File: src/rtl/lrc_pkg.sv
package lrc_pkg;

  localparam int COORD_BITS_DEF = 16;
  localparam int OFFSET_BITS    = 26;
  localparam int COLOR_BITS     = 24;

  localparam int CLIP_W   = 12;
  localparam int WIN_W    = 13;
  localparam int BPP_W    = 3;
  localparam int STRIDE_W = 15;

  localparam int CFG_ADDR_W = 5;
  localparam int CFG_DATA_W = 32;
  localparam int CFG_IDX_W  = 3;

  localparam logic [CFG_IDX_W-1:0] REG_CLIP_LEFT     = 3'd0;
  localparam logic [CFG_IDX_W-1:0] REG_WINDOW_WIDTH  = 3'd1;
  localparam logic [CFG_IDX_W-1:0] REG_WINDOW_HEIGHT = 3'd2;
  localparam logic [CFG_IDX_W-1:0] REG_BYTES_PER_PIX = 3'd3;
  localparam logic [CFG_IDX_W-1:0] REG_LINE_STRIDE   = 3'd4;

  localparam logic [CLIP_W-1:0]   CLIP_LEFT_RST     = 12'd0;
  localparam logic [WIN_W-1:0]    WINDOW_WIDTH_RST  = 13'd1920;
  localparam logic [WIN_W-1:0]    WINDOW_HEIGHT_RST = 13'd1080;
  localparam logic [BPP_W-1:0]    BYTES_PER_PIX_RST = 3'd4;
  localparam logic [STRIDE_W-1:0] LINE_STRIDE_RST   = 15'd7680;

  localparam logic CMD_LOAD = 1'b0;
  localparam logic CMD_STEP = 1'b1;

  typedef struct packed {
    logic [CLIP_W-1:0]   clip_left;
    logic [WIN_W-1:0]    window_width;
    logic [WIN_W-1:0]    window_height;
    logic [BPP_W-1:0]    bytes_per_pixel;
    logic [STRIDE_W-1:0] line_stride;
  } lrc_cfg_t;

endpackage

File: src/rtl/lrc_ifs.sv
interface lrc_in_if #(
  parameter int COORD_BITS = lrc_pkg::COORD_BITS_DEF
) ();
  logic                              valid;
  logic                              ready;
  logic                              command;
  logic signed [COORD_BITS-1:0]      start_x;
  logic signed [COORD_BITS-1:0]      start_y;
  logic signed [COORD_BITS-1:0]      end_x;
  logic signed [COORD_BITS-1:0]      end_y;
  logic [lrc_pkg::COLOR_BITS-1:0]    line_color;

  modport source (output valid, command, start_x, start_y, end_x, end_y, line_color,
                  input ready);
  modport sink (input valid, command, start_x, start_y, end_x, end_y, line_color,
                output ready);
endinterface

interface lrc_out_if #(
  parameter int COORD_BITS = lrc_pkg::COORD_BITS_DEF
) ();
  logic                              valid;
  logic                              ready;
  logic signed [COORD_BITS-1:0]      pixel_x;
  logic signed [COORD_BITS-1:0]      pixel_y;
  logic [lrc_pkg::OFFSET_BITS-1:0]   byte_offset;
  logic                              write_enable;
  logic [lrc_pkg::COLOR_BITS-1:0]    pixel_color;
  logic                              line_done;

  modport source (output valid, pixel_x, pixel_y, byte_offset, write_enable, pixel_color,
                  line_done, input ready);
  modport sink (input valid, pixel_x, pixel_y, byte_offset, write_enable, pixel_color,
                line_done, output ready);
endinterface

File: src/rtl/lrc_core.sv
module lrc_core #(
  parameter int COORD_BITS = lrc_pkg::COORD_BITS_DEF
) (
  input  logic                             clk,
  input  logic                             rst_n,
  input  logic                             push,
  input  logic                             command,
  input  logic signed [COORD_BITS-1:0]     start_x,
  input  logic signed [COORD_BITS-1:0]     start_y,
  input  logic signed [COORD_BITS-1:0]     end_x,
  input  logic signed [COORD_BITS-1:0]     end_y,
  input  logic [lrc_pkg::COLOR_BITS-1:0]   line_color,
  input  lrc_pkg::lrc_cfg_t                cfg,
  output logic signed [COORD_BITS-1:0]     pixel_x,
  output logic signed [COORD_BITS-1:0]     pixel_y,
  output logic [lrc_pkg::OFFSET_BITS-1:0]  byte_offset,
  output logic                             write_enable,
  output logic [lrc_pkg::COLOR_BITS-1:0]   pixel_color,
  output logic                             line_done
);
  import lrc_pkg::*;

  localparam int CB    = COORD_BITS;
  localparam int CMP_W = (CB > WIN_W ? CB : WIN_W) + 1;
  localparam int PX_W  = CB + BPP_W;
  localparam int PY_W  = CB + STRIDE_W;
  localparam int SUM_W = (PY_W > OFFSET_BITS ? PY_W : OFFSET_BITS) + 1;

  logic signed [CB-1:0]   cursor_x_r, cursor_y_r, target_x_r, target_y_r;
  logic signed [CB-1:0]   cursor_x_nxt, cursor_y_nxt, target_x_nxt, target_y_nxt;
  logic [CB:0]            span_x_r, span_y_r, span_x_nxt, span_y_nxt;
  logic [1:0]             signs_r, signs_nxt;
  logic signed [CB+1:0]   err_r, err_nxt;
  logic [COLOR_BITS-1:0]  color_r, color_nxt;
  logic                   active_r, active_nxt;

  always_comb begin
    logic signed [CB:0]     dx, dy;
    logic signed [CB+2:0]   e2, neg_sy, sx3, sy3, err_wide;
    logic                   step_x, step_y, in_win;
    logic signed [CMP_W-1:0] xs, ys, clip_s, ww_s, wh_s;
    logic [CB-1:0]          xu, yu;
    logic [PX_W-1:0]        px;
    logic [PY_W-1:0]        py;
    logic [SUM_W-1:0]       off_sum;

    cursor_x_nxt = cursor_x_r;
    cursor_y_nxt = cursor_y_r;
    target_x_nxt = target_x_r;
    target_y_nxt = target_y_r;
    span_x_nxt   = span_x_r;
    span_y_nxt   = span_y_r;
    signs_nxt    = signs_r;
    err_nxt      = err_r;
    color_nxt    = color_r;
    active_nxt   = active_r;

    pixel_x      = '0;
    pixel_y      = '0;
    byte_offset  = '0;
    write_enable = 1'b0;
    pixel_color  = '0;
    line_done    = 1'b0;

    // load path
    dx = $signed({end_x[CB-1], end_x}) - $signed({start_x[CB-1], start_x});
    dy = $signed({end_y[CB-1], end_y}) - $signed({start_y[CB-1], start_y});

    // step path: Bresenham decision on the doubled error
    e2     = $signed({err_r, 1'b0});
    sx3    = $signed({2'b00, span_x_r});
    sy3    = $signed({2'b00, span_y_r});
    neg_sy = -sy3;
    step_x = e2 > neg_sy;
    step_y = e2 < sx3;
    err_wide = $signed({err_r[CB+1], err_r}) - (step_x ? sy3 : '0) + (step_y ? sx3 : '0);

    xs     = $signed({{(CMP_W-CB){cursor_x_r[CB-1]}}, cursor_x_r});
    ys     = $signed({{(CMP_W-CB){cursor_y_r[CB-1]}}, cursor_y_r});
    clip_s = $signed({{(CMP_W-CLIP_W){1'b0}}, cfg.clip_left});
    ww_s   = $signed({{(CMP_W-WIN_W){1'b0}}, cfg.window_width});
    wh_s   = $signed({{(CMP_W-WIN_W){1'b0}}, cfg.window_height});
    in_win = (xs >= clip_s) && (xs < ww_s) && !ys[CMP_W-1] && (ys < wh_s);

    // coordinates are non-negative whenever in_win holds
    xu      = cursor_x_r;
    yu      = cursor_y_r;
    px      = PX_W'(xu) * PX_W'(cfg.bytes_per_pixel);
    py      = PY_W'(yu) * PY_W'(cfg.line_stride);
    off_sum = SUM_W'(px) + SUM_W'(py);

    if (push) begin
      if (command == CMD_LOAD) begin
        span_x_nxt   = dx[CB] ? $unsigned(-dx) : $unsigned(dx);
        span_y_nxt   = dy[CB] ? $unsigned(-dy) : $unsigned(dy);
        signs_nxt[0] = !(start_x < end_x);
        signs_nxt[1] = !(start_y < end_y);
        err_nxt      = $signed({1'b0, span_x_nxt}) - $signed({1'b0, span_y_nxt});
        cursor_x_nxt = start_x;
        cursor_y_nxt = start_y;
        target_x_nxt = end_x;
        target_y_nxt = end_y;
        color_nxt    = line_color;
        active_nxt   = !((start_x == end_x) && (start_y == end_y));
        line_done    = !active_nxt;
      end else if (!active_r) begin
        line_done = 1'b1;
      end else begin
        pixel_x      = cursor_x_r;
        pixel_y      = cursor_y_r;
        pixel_color  = color_r;
        write_enable = in_win;
        byte_offset  = in_win ? off_sum[OFFSET_BITS-1:0] : '0;
        if (step_x) begin
          cursor_x_nxt = cursor_x_r + (signs_r[0] ? {CB{1'b1}} : CB'(1));
        end
        if (step_y) begin
          cursor_y_nxt = cursor_y_r + (signs_r[1] ? {CB{1'b1}} : CB'(1));
        end
        err_nxt = err_wide[CB+1:0];
        if ((cursor_x_nxt == target_x_r) && (cursor_y_nxt == target_y_r)) begin
          active_nxt = 1'b0;
          line_done  = 1'b1;
        end
      end
    end
  end

  always_ff @(posedge clk) begin
    if (!rst_n) begin
      cursor_x_r <= '0;
      cursor_y_r <= '0;
      target_x_r <= '0;
      target_y_r <= '0;
      span_x_r   <= '0;
      span_y_r   <= '0;
      signs_r    <= '0;
      err_r      <= '0;
      color_r    <= '0;
      active_r   <= 1'b0;
    end else begin
      cursor_x_r <= cursor_x_nxt;
      cursor_y_r <= cursor_y_nxt;
      target_x_r <= target_x_nxt;
      target_y_r <= target_y_nxt;
      span_x_r   <= span_x_nxt;
      span_y_r   <= span_y_nxt;
      signs_r    <= signs_nxt;
      err_r      <= err_nxt;
      color_r    <= color_nxt;
      active_r   <= active_nxt;
    end
  end

endmodule

File: src/rtl/lrc_skid.sv
module lrc_skid #(
  parameter int DATA_W = 8
) (
  input  logic              clk,
  input  logic              rst_n,
  input  logic              in_valid,
  output logic              in_ready,
  input  logic [DATA_W-1:0] in_data,
  output logic              out_valid,
  input  logic              out_ready,
  output logic [DATA_W-1:0] out_data
);

  logic              out_valid_r, skid_valid_r;
  logic [DATA_W-1:0] out_data_r, skid_data_r;
  logic              pop, push;

  assign in_ready  = !skid_valid_r;
  assign out_valid = out_valid_r;
  assign out_data  = out_data_r;
  assign pop       = out_valid_r && out_ready;
  assign push      = in_valid && !skid_valid_r;

  always_ff @(posedge clk) begin
    if (!rst_n) begin
      out_valid_r  <= 1'b0;
      skid_valid_r <= 1'b0;
    end else if (pop) begin
      if (skid_valid_r) begin
        // drain the skid entry; no transfer in can happen meanwhile
        out_data_r   <= skid_data_r;
        skid_valid_r <= 1'b0;
      end else if (push) begin
        out_data_r <= in_data;
      end else begin
        out_valid_r <= 1'b0;
      end
    end else if (push) begin
      if (!out_valid_r) begin
        out_data_r  <= in_data;
        out_valid_r <= 1'b1;
      end else begin
        skid_data_r  <= in_data;
        skid_valid_r <= 1'b1;
      end
    end
  end

endmodule

File: src/rtl/line_rasterizer_with_clip.sv
// Channel  Dir  Payload                                                  Transfer
// in_ch    in   command, start_x/y, end_x/y, line_color                  valid & ready
// out_ch   out  pixel_x/y, byte_offset, write_enable, pixel_color, done  valid & ready
// cfg      in   APB registers at 4*index, zero wait state                psel&penable&pwrite
//
// One item per clock while in_ch.ready is high: each command updates the line state in
// the cycle it is accepted and its result is registered in a two-entry output buffer.
// The pixel offset (one small and one 15-bit multiply) sits in that same cycle.
// in_ch.ready drops only while both buffer entries hold untaken results.
// rst_n is synchronous: the line goes idle, config registers take their defaults.
module line_rasterizer_with_clip #(
  parameter int COORD_BITS = lrc_pkg::COORD_BITS_DEF
) (
  input  logic                               clk,
  input  logic                               rst_n,
  lrc_in_if.sink                             in_ch,
  lrc_out_if.source                          out_ch,
  input  logic                               cfg_psel,
  input  logic                               cfg_penable,
  input  logic                               cfg_pwrite,
  input  logic [lrc_pkg::CFG_ADDR_W-1:0]     cfg_paddr,
  input  logic [lrc_pkg::CFG_DATA_W-1:0]     cfg_pwdata,
  output logic [lrc_pkg::CFG_DATA_W-1:0]     cfg_prdata,
  output logic                               cfg_pready
);
  import lrc_pkg::*;

  localparam int RES_W = 2 * COORD_BITS + OFFSET_BITS + 1 + COLOR_BITS + 1;

  logic [CLIP_W-1:0]   clip_left_r;
  logic [WIN_W-1:0]    window_width_r, window_height_r;
  logic [BPP_W-1:0]    bytes_per_pixel_r;
  logic [STRIDE_W-1:0] line_stride_r;
  lrc_cfg_t            cfg;
  logic [CFG_IDX_W-1:0] cfg_idx;
  logic                cfg_wr;

  logic                          push, in_ready;
  logic signed [COORD_BITS-1:0]  res_x, res_y;
  logic [OFFSET_BITS-1:0]        res_off;
  logic                          res_we, res_done;
  logic [COLOR_BITS-1:0]         res_color;
  logic [RES_W-1:0]              res_data, out_data;

  assign cfg_pready = 1'b1;
  assign cfg_idx    = cfg_paddr[CFG_ADDR_W-1:2];
  assign cfg_wr     = cfg_psel && cfg_penable && cfg_pwrite;

  always_ff @(posedge clk) begin
    if (!rst_n) begin
      clip_left_r       <= CLIP_LEFT_RST;
      window_width_r    <= WINDOW_WIDTH_RST;
      window_height_r   <= WINDOW_HEIGHT_RST;
      bytes_per_pixel_r <= BYTES_PER_PIX_RST;
      line_stride_r     <= LINE_STRIDE_RST;
    end else if (cfg_wr) begin
      unique case (cfg_idx)
        REG_CLIP_LEFT:     clip_left_r       <= cfg_pwdata[CLIP_W-1:0];
        REG_WINDOW_WIDTH:  window_width_r    <= cfg_pwdata[WIN_W-1:0];
        REG_WINDOW_HEIGHT: window_height_r   <= cfg_pwdata[WIN_W-1:0];
        REG_BYTES_PER_PIX: bytes_per_pixel_r <= cfg_pwdata[BPP_W-1:0];
        REG_LINE_STRIDE:   line_stride_r     <= cfg_pwdata[STRIDE_W-1:0];
        default: ;
      endcase
    end
  end

  always_comb begin
    unique case (cfg_idx)
      REG_CLIP_LEFT:     cfg_prdata = CFG_DATA_W'(clip_left_r);
      REG_WINDOW_WIDTH:  cfg_prdata = CFG_DATA_W'(window_width_r);
      REG_WINDOW_HEIGHT: cfg_prdata = CFG_DATA_W'(window_height_r);
      REG_BYTES_PER_PIX: cfg_prdata = CFG_DATA_W'(bytes_per_pixel_r);
      REG_LINE_STRIDE:   cfg_prdata = CFG_DATA_W'(line_stride_r);
      default:           cfg_prdata = '0;
    endcase
  end

  assign cfg.clip_left       = clip_left_r;
  assign cfg.window_width    = window_width_r;
  assign cfg.window_height   = window_height_r;
  assign cfg.bytes_per_pixel = bytes_per_pixel_r;
  assign cfg.line_stride     = line_stride_r;

  assign in_ch.ready = in_ready;
  assign push        = in_ch.valid && in_ready;

  lrc_core #(
    .COORD_BITS(COORD_BITS)
  ) u_core (
    .clk          (clk),
    .rst_n        (rst_n),
    .push         (push),
    .command      (in_ch.command),
    .start_x      (in_ch.start_x),
    .start_y      (in_ch.start_y),
    .end_x        (in_ch.end_x),
    .end_y        (in_ch.end_y),
    .line_color   (in_ch.line_color),
    .cfg          (cfg),
    .pixel_x      (res_x),
    .pixel_y      (res_y),
    .byte_offset  (res_off),
    .write_enable (res_we),
    .pixel_color  (res_color),
    .line_done    (res_done)
  );

  assign res_data = {res_x, res_y, res_off, res_we, res_color, res_done};

  lrc_skid #(
    .DATA_W(RES_W)
  ) u_skid (
    .clk       (clk),
    .rst_n     (rst_n),
    .in_valid  (push),
    .in_ready  (in_ready),
    .in_data   (res_data),
    .out_valid (out_ch.valid),
    .out_ready (out_ch.ready),
    .out_data  (out_data)
  );

  assign {out_ch.pixel_x, out_ch.pixel_y, out_ch.byte_offset, out_ch.write_enable,
          out_ch.pixel_color, out_ch.line_done} = out_data;

endmodule

File: src/flat_wrapper.sv
// flat-port wrapper written by rule: the top's interface ports become plain ports
module line_rasterizer_with_clip_flat import lrc_pkg::*;
#(
  parameter int COORD_BITS = lrc_pkg::COORD_BITS_DEF
)
  (clk, rst_n, cfg_psel, cfg_penable, cfg_pwrite, cfg_paddr, cfg_pwdata, cfg_prdata, cfg_pready, in_ch_valid, in_ch_command, in_ch_start_x, in_ch_start_y, in_ch_end_x, in_ch_end_y, in_ch_line_color, in_ch_ready, out_ch_valid, out_ch_pixel_x, out_ch_pixel_y, out_ch_byte_offset, out_ch_write_enable, out_ch_pixel_color, out_ch_line_done, out_ch_ready);
  lrc_in_if #(.COORD_BITS(COORD_BITS)) in_ch_i ();
  lrc_out_if #(.COORD_BITS(COORD_BITS)) out_ch_i ();
  input  logic clk;
  input  logic rst_n;
  input  logic cfg_psel;
  input  logic cfg_penable;
  input  logic cfg_pwrite;
  input  logic [lrc_pkg::CFG_ADDR_W-1:0] cfg_paddr;
  input  logic [lrc_pkg::CFG_DATA_W-1:0] cfg_pwdata;
  output logic [lrc_pkg::CFG_DATA_W-1:0] cfg_prdata;
  output logic cfg_pready;
  input wire logic [$bits(in_ch_i.valid)-1:0] in_ch_valid;
  input wire logic [$bits(in_ch_i.command)-1:0] in_ch_command;
  input wire logic [$bits(in_ch_i.start_x)-1:0] in_ch_start_x;
  input wire logic [$bits(in_ch_i.start_y)-1:0] in_ch_start_y;
  input wire logic [$bits(in_ch_i.end_x)-1:0] in_ch_end_x;
  input wire logic [$bits(in_ch_i.end_y)-1:0] in_ch_end_y;
  input wire logic [$bits(in_ch_i.line_color)-1:0] in_ch_line_color;
  output wire logic [$bits(in_ch_i.ready)-1:0] in_ch_ready;
  output wire logic [$bits(out_ch_i.valid)-1:0] out_ch_valid;
  output wire logic [$bits(out_ch_i.pixel_x)-1:0] out_ch_pixel_x;
  output wire logic [$bits(out_ch_i.pixel_y)-1:0] out_ch_pixel_y;
  output wire logic [$bits(out_ch_i.byte_offset)-1:0] out_ch_byte_offset;
  output wire logic [$bits(out_ch_i.write_enable)-1:0] out_ch_write_enable;
  output wire logic [$bits(out_ch_i.pixel_color)-1:0] out_ch_pixel_color;
  output wire logic [$bits(out_ch_i.line_done)-1:0] out_ch_line_done;
  input wire logic [$bits(out_ch_i.ready)-1:0] out_ch_ready;
  assign in_ch_i.valid = in_ch_valid;
  assign in_ch_i.command = in_ch_command;
  assign in_ch_i.start_x = in_ch_start_x;
  assign in_ch_i.start_y = in_ch_start_y;
  assign in_ch_i.end_x = in_ch_end_x;
  assign in_ch_i.end_y = in_ch_end_y;
  assign in_ch_i.line_color = in_ch_line_color;
  assign in_ch_ready = in_ch_i.ready;
  assign out_ch_valid = out_ch_i.valid;
  assign out_ch_pixel_x = out_ch_i.pixel_x;
  assign out_ch_pixel_y = out_ch_i.pixel_y;
  assign out_ch_byte_offset = out_ch_i.byte_offset;
  assign out_ch_write_enable = out_ch_i.write_enable;
  assign out_ch_pixel_color = out_ch_i.pixel_color;
  assign out_ch_line_done = out_ch_i.line_done;
  assign out_ch_i.ready = out_ch_ready;
  line_rasterizer_with_clip #(.COORD_BITS(COORD_BITS)) u_core (.clk(clk), .rst_n(rst_n), .in_ch(in_ch_i), .out_ch(out_ch_i), .cfg_psel(cfg_psel), .cfg_penable(cfg_penable), .cfg_pwrite(cfg_pwrite), .cfg_paddr(cfg_paddr), .cfg_pwdata(cfg_pwdata), .cfg_prdata(cfg_prdata), .cfg_pready(cfg_pready));
endmodule
File: config.mk
export PLATFORM = sky130hd
export DESIGN_NAME = line_rasterizer_with_clip_flat
export DESIGN_NICKNAME = d
export VERILOG_FILES = /design/src/rtl/lrc_pkg.sv /design/src/rtl/lrc_ifs.sv /design/src/rtl/lrc_core.sv /design/src/rtl/lrc_skid.sv /design/src/rtl/line_rasterizer_with_clip.sv /design/src/flat_wrapper.sv
export SDC_FILE = /design/constraint.sdc
export NUM_CORES = 2
export LEC_CHECK = 0
export BUFFER_PORTS_ARGS = -buffer_cell sky130_fd_sc_hd__buf_2
export CORE_ASPECT_RATIO = 0.6
export CORE_MARGIN = 1.5
export CORE_UTILIZATION = 62
export CTS_BUF_LIST = sky130_fd_sc_hd__clkbuf_16
export CTS_CLUSTER_SIZE = 25
export DETAILED_ROUTE_END_ITERATION = 10
export GPL_ROUTABILITY_DRIVEN = 0
export PLACE_DENSITY_LB_ADDON = 0.15
export REMOVE_ABC_BUFFERS = 1
export SETUP_SLACK_MARGIN = 0.02
export SLEW_MARGIN = 15
export SYNTH_ARGS = -nofsm -noshare
export SYNTH_HDL_FRONTEND = slang
export SYNTH_SLANG_ARGS = --single-unit
File: constraint.sdc
create_clock -name clk -period 11.6 [get_ports clk]
set_clock_uncertainty 0.1 [all_clocks]
set_input_delay 0.58 -clock clk [delete_from_list [all_inputs] [get_ports clk]]
set_output_delay 0.58 -clock clk [all_outputs]
set_load 0.01 [all_outputs]
* Word level (Yosys, flattened, before mapping)
Cells that the tools add are included.
** Operators by class
- Divide/modulo/power cells :: 0
- Multiplexer cells :: 53
- Reductions and logical operators :: 30
- Bitwise gates (word level) :: 3
- Shift operators :: 0
- $mul :: 2
- Equal/unequal tests :: 12
- Order comparisons :: 7
- Add/sub/neg operators :: 11
** Operators by type and width (count)
- two-way mux 84 bit :: 5
- two-way mux 16 bit :: 20
- two-way mux 26 bit :: 4
- case mux 15 bit (5 select lines) :: 1
- two-way mux 24 bit :: 3
- two-way mux 17 bit :: 4
- equality test 16 bit :: 4
- two-way mux 18 bit :: 2
- negator 17 bit :: 2
- subtractor 16 x 16 -> 17 bit :: 2
- adder 16 bit :: 2
- less-than comparator 16 x 14 -> 1 bit :: 2
- less-than comparator 16 bit :: 2
- adder 19 x 26 -> 26 bit :: 1
- multiplier 16 x 15 -> 26 bit :: 1
- > comparator 19 bit :: 1
- less-than comparator 19 x 18 -> 1 bit :: 1
- multiplier 16 x 3 -> 19 bit :: 1
- negator 17 -> 19 bit :: 1
- adder 18 x 17 -> 18 bit :: 1
- subtractor 17 x 17 -> 18 bit :: 1
- subtractor 18 bit :: 1
- >= comparator 16 x 13 -> 1 bit :: 1
- AND reduction 2 bit :: 8
- 14 further kinds :: 47
** Storage, ports and cells
- Output and inout port bits :: 119
- Bits in latches :: 0
- Bits in read-only memories :: 0
- Input port bits :: 133
- Memories kept :: 0
- RAM bits :: 0
- Word-level logic and storage cells :: 137
- Register bits :: 369

* Depth between registers and ports, before layout
- Depth after elaboration :: 15
- Mapped depth :: 36
- Depth with buffers taken out :: 34

* By module
Synthesis repeated with hierarchy kept, for this count alone.
** Second synthesis, totals
- Cell total of the unflattened synthesis :: 3690
- Area, all modules :: 33251.9 um^2
** By module, submodules not included
- lrc_core :: cells each 3105, seq. area each 2862.7 um^2, area each 24036.8 um^2, times used 1
- lrc_skid :: cells each 277, seq. area each 5084.9 um^2, area each 6413.7 um^2, times used 1
- line_rasterizer_with_clip :: cells each 308, seq. area each 1121.1 um^2, area each 2801.4 um^2, times used 1

* Least setup slack after synthesis
Ideal clock, no wire load.
- Path type :: input port to flip-flop
- Start :: input port in_ch_valid
- End :: register u_core.u_skid.out_data_r[0] (netlist: u_core.u_skid.out_data[0]) (enable)
- Data required time :: 10.767 ns
- Arrival time :: 9.409 ns
- Buffers on the path :: 1
- Path slack :: 1.358 ns
- Setup time :: 0.733 ns
- Stages :: 5
- Cells stage by stage :: nor2b_1 clkinv_1 buf_1 ha_1 nor4_1
** Between the ends
- Word-level cells in the longest chain between the ends :: 4
- Elaborated cells on any way between the ends :: 5
- Those cells by class :: reduce/logical (5)
** RTL lines
- from (decl) :: line flat_wrapper.sv:18 : input wire logic [$bits(in_ch_i.valid)-1:0] in_ch_valid;
- logical AND 1 bit * :: line line_rasterizer_with_clip.sv:86 : assign push = in_ch.valid && in_ready;
- logical AND 1 bit * :: line lrc_skid.sv:22 : assign push = in_valid && !skid_valid_r;
- nonzero test 2 bit (no line)
- AND reduction 4 bit (no line) *
- to (signal assigned) :: line lrc_skid.sv:31 : out_data_r <= skid_data_r;
- to (signal assigned) :: line lrc_skid.sv:34 : out_data_r <= in_data;
- to (signal assigned) :: line lrc_skid.sv:40 : out_data_r <= in_data;
- to (decl) :: line lrc_skid.sv:15 : logic [DATA_W-1:0] out_data_r, skid_data_r;
Every way passes the cells marked *; elsewhere a longest branch is shown, timed or not.
A chain may end at the register's enable or synchronous reset.

* Worst setup path in the final report
- Start :: register u_core.u_core.span_y_r[0]
- End :: register u_core.u_core.err_r[16]
** Between the ends
- Word-level cells in the longest chain between the ends :: 7
** RTL lines
- from (decl) :: line lrc_core.sv:31 : logic [CB:0] span_x_r, span_y_r, span_x_nxt, span_y_nxt;
- from (signal assigned) :: line lrc_core.sv:147 : span_y_r <= span_y_nxt;
- negator 17 -> 19 bit :: line lrc_core.sv:73 : neg_sy = -sy3;
- > comparator 19 bit :: line lrc_core.sv:74 : step_x = e2 > neg_sy;
- two-way mux 17 bit * :: line lrc_core.sv:76 : err_wide = $signed({err_r[CB+1], err_r}) - (step_x ? sy3 : '0) + (step_y ? sx3 : '0);
- subtractor 18 bit * :: line lrc_core.sv:76
- adder 18 x 17 -> 18 bit * :: line lrc_core.sv:76
- two-way mux 18 bit * :: line lrc_core.sv:106 : end else if (!active_r) begin
- two-way mux 18 bit * :: line lrc_core.sv:93 : if (command == CMD_LOAD) begin
- to (signal assigned) :: line lrc_core.sv:149 : err_r <= err_nxt;
- to (decl) :: line lrc_core.sv:33 : logic signed [CB+1:0] err_r, err_nxt;
Every way passes the cells marked *; elsewhere a longest branch is shown, timed or not. The select of a mux whose other input is x is not followed.

==> flow_summary_export.csv <==
group,metric,value,unit
timing,fin_crit_sh,0.823,
cts,clk_pin_slew,0.07,ns
cts,htreeDepth,2,
cts,cts_hold_buf,0,
cts,tritoncts,"yes",
worst_setup_path,worstPathArrival,9.91,ns
logic_synthesis,synth.area.top_cells,"edfxtp_1 16%, fa_1 15%, dfxtp_1 13%, ha_1 9.9%, nand2_1 5.9%",
logic_synthesis,ys.flop_type,"dfxtp_1",
worst_setup_path,slowest_stage,"o41ai_1",
die,dieHeight,178,um
routing,num_vias,27600,
routing,wl_per_cell,21.7,um
die,coreArea,0.0497,mm2
placed_design,placed_cell_area,0.0330,mm2
grt,grt_overflow,0,
timing,maxSlewHeadroom,0.116,
routing,wl,96000,um
die,start_util,0.633,
grt,antenna_found_initial,10,
cts,post_cts_buffers,0,
cts,cts_buffer_depth,3,
timing,fin_crit,9.54,ns
cts,cts_buffers,37,
placed_design,portBuffers,214,
die,die-area,0.0522,mm2
placed_design,hpwl,71100,um
logic_synthesis,synthCells,3596,
layout,layout-drive-gt1-share,0.0903,
logic_synthesis,async_reset_ff_frac,0,
timing,worstMarginPinSlew,1.31,ns
grt,grt_pass1_vias,26700,
routing,dr.pass1.iters,9,
layout,fin_area,0.0343,mm2
cts,worst_skew_pair.late_latency,0.58,ns
cts,cts-resized-gates,0,
routing,final_antenna_net_count,0,
grt,track_usage,0.369,
worst_setup_path,max_stage_delay,0.82,ns
routing,vias_per_cell,6.22,
logic_synthesis,syn_avg_cell_area,8.75,um2
layout,post_layout_nonfiller_instances,4432,
cts,cts-root-buf,"clkbuf_16",
status,status,"completed",
worst_setup_path,crit_fanout,14,
layout,nets,4338,
logic_synthesis,synthDominantAreaCellType,"edfxtp_1",
power,p_per_area,149,mW/mm2
routing,drt_iter0_markers,3329,
worst_setup_path,worstSetupStartpointType,"flop",
timing,fmax,105,MHz
worst_setup_path,crit_path_end_kind,"flop",
grt,grt_start_max_net_pins,85,
logic_synthesis,synth-warning-count,0,
die,die_w,294,um
logic_synthesis,synth_cell_types,85,
timing,tns,0,ns
logic_synthesis,yosys_register_bits,369,
power,leakagePower,15.9,nW
power,max-vdd-ir-drop,0.109,mV
grt,grt_pass1_wl,149000,um
logic_synthesis,synth_edf_count,168,
timing,rsz0062_at_grt,"no",
cts,clkSinkCount,369,
placed_design,place_ws,2.55,ns
die,fp-row-count,63,
worst_setup_path,worstPathRequired,11.97,ns
worst_setup_path,crit_type,"reg2reg",
placed_design,dp_cells,4359,
min_path,min_path_type,"in2reg",
job,cap_viol_max_count,0,
timing,setup_ws,2.06,ns
layout,syn_to_final_growth,8.83,%
timing,setup_viol,0,
timing,hold_viol,0,
timing,finalMaxSlewViolations,0,
logic_synthesis,synth_area,0.0315,mm2
logic_synthesis,synth_top_area_frac,0.160,
logic_synthesis,yosysSeqAreaShare,0.288,
die,io_pins,252,
routing,drcViolationCount,0,
==> critical path: cells and delay by family (launching register included) <==
family,cells,cell delay (ns)
xor gates and xnor gates,1,0.14
adders and majority gates,5,1.29
and+or+nand+nor,16,3.63
DFF,1,0.34
AOI/OAI and AO/OA,9,3.28
buffers and inverters,4,0.62
==> synth_stat cells, types with 8 or more instances <==
library cell  count
and2_1          183
a2111oi_0        10
a21boi_0          8
edfxtp_1        168
nor2_1          160
nand3_1          54
a211oi_1         46
o21a_1           16
inv_1           473
o21ai_1          21
nor3_1           44
or3_1            24
a21oi_1         274
nand4_1          13
o21bai_1         13
xor2_1           79
a31oi_1          10
nand2_1         497
dfxtp_1         201
o31ai_1          13
clkbuf_1        148
and3_1           34
nor2b_1          28
o41ai_1           8
nand2b_1         17
o22ai_1          13
o21ai_0         133
mux2i_1          26
fa_1            241
o211ai_1         21
nor4_1           22
buf_4            18
buf_1            12
a21o_1          111
ha_1            248
xnor2_1          96
==> routing by layer <==
metal  share of wire  track usage  up-vias
met2            0.40        0.525     1873
li1                -            -    12200
met5         0.00035            0        -
met4           0.035        0.114        6
met3            0.15        0.119      262
met1            0.41        0.533    13200
==> kinds of logic (layout without fill, tap and decap cells) <==
group | count (synthesis) | count (layout) | synth area share
buf+inv | 656 | 787 | 0.0805
mux | 30 | 30 | 0.00970
compound gates | 768 | 768 | 0.154
xor+xnor | 177 | 177 | 0.0502
simple gates | 1105 | 1105 | 0.166
flops | 369 | 369 | 0.288
fa+ha+maj | 489 | 489 | 0.252
other cells | 2 | 25 | 0.000239
==> where the power goes <==
group | switching [W] | leakage [nW] | total [W] | internal, W
logic | 0.00145 | 12.0 | 0.00232 | 0.000877
clock network | 0.000576 | 0.597 | 0.00126 | 0.000681
registers | 0.0000984 | 3.31 | 0.00152 | 0.00142
total | 0.00212 | 15.9 | 0.00510 | 0.00298
==> final cells by class <==
| class | instances | area, um2 |
|---|---|---|
| fillers | 3945 | 15500 |
| clock buffers | 37 | 926 |
| inverters | 474 | 1780 |
| well taps | 682 | 853 |
| diodes | 7 | 17.5 |
| multi-input cells | 2587 | 20000 |
| repair buffers | 247 | 1320 |
| flip-flops and latches | 369 | 9070 |
| clock inverters | 29 | 298 |
==> state kept, by name, indices dropped and copies added, names as in the netlist <==
| register | count |
|---|---|
| u_core.bytes_per_pixel_r | 3 |
| u_core.clip_left_r | 12 |
| u_core.line_stride_r | 15 |
| u_core.u_core.active_r | 1 |
| u_core.u_core.color_r | 24 |
| u_core.u_core.cursor_x_r | 16 |
| u_core.u_core.cursor_y_r | 16 |
| u_core.u_core.err_r | 18 |
| u_core.u_core.signs_r | 2 |
| u_core.u_core.span_x_r | 17 |
| u_core.u_core.span_y_r | 17 |
| u_core.u_core.target_x_r | 16 |
| u_core.u_core.target_y_r | 16 |
| u_core.u_skid.out_data | 84 |
| u_core.u_skid.out_valid | 1 |
| u_core.u_skid.skid_data_r | 84 |
| u_core.u_skid.skid_valid_r | 1 |
| u_core.window_height_r | 13 |
| u_core.window_width_r | 13 |
==> final timing paths <==
path	start	end	slack, ns	cells after the start
worst min register to register	u_core.u_core.color_r[7]	u_core.u_core.color_r[7]	0.35	2
worst min-delay path	in_ch_line_color[20]	u_core.u_core.color_r[20]	0.14	3
worst max-delay path	u_core.u_core.span_y_r[0]	u_core.u_core.err_r[16]	2.06	35
worst max register to register	u_core.u_core.span_y_r[0]	u_core.u_core.err_r[16]	2.06	35
==> placed cells by master (no fill, tap or decap), drive strengths merged, types with 54 or more instances in the layout <==
cell type  Yosys  routed
a21o         111     111
a21oi        274     274
and2         183     183
buf           34     247
dfxtp        201     201
edfxtp       168     168
fa           241     241
ha           248     248
inv          473     479
nand2        497     497
nand3         54      54
nor2         160     160
o21ai        154     154
xnor2         96      96
xor2          79      79
==> per-stage QoR <==
step	hold WS (ns)	total power [W]	utilization
3_5_place_dp	0.342	0.00376	0.664
2_1_floorplan	0.332	0.00308	-
6_report	0.138	0.00510	0.689
5_1_grt	0.146	0.00537	0.689
4_1_cts	0.123	0.00503	0.688
3_3_place_gp	0.337	0.00367	0.664
Power figures use the tool's default switching activity.
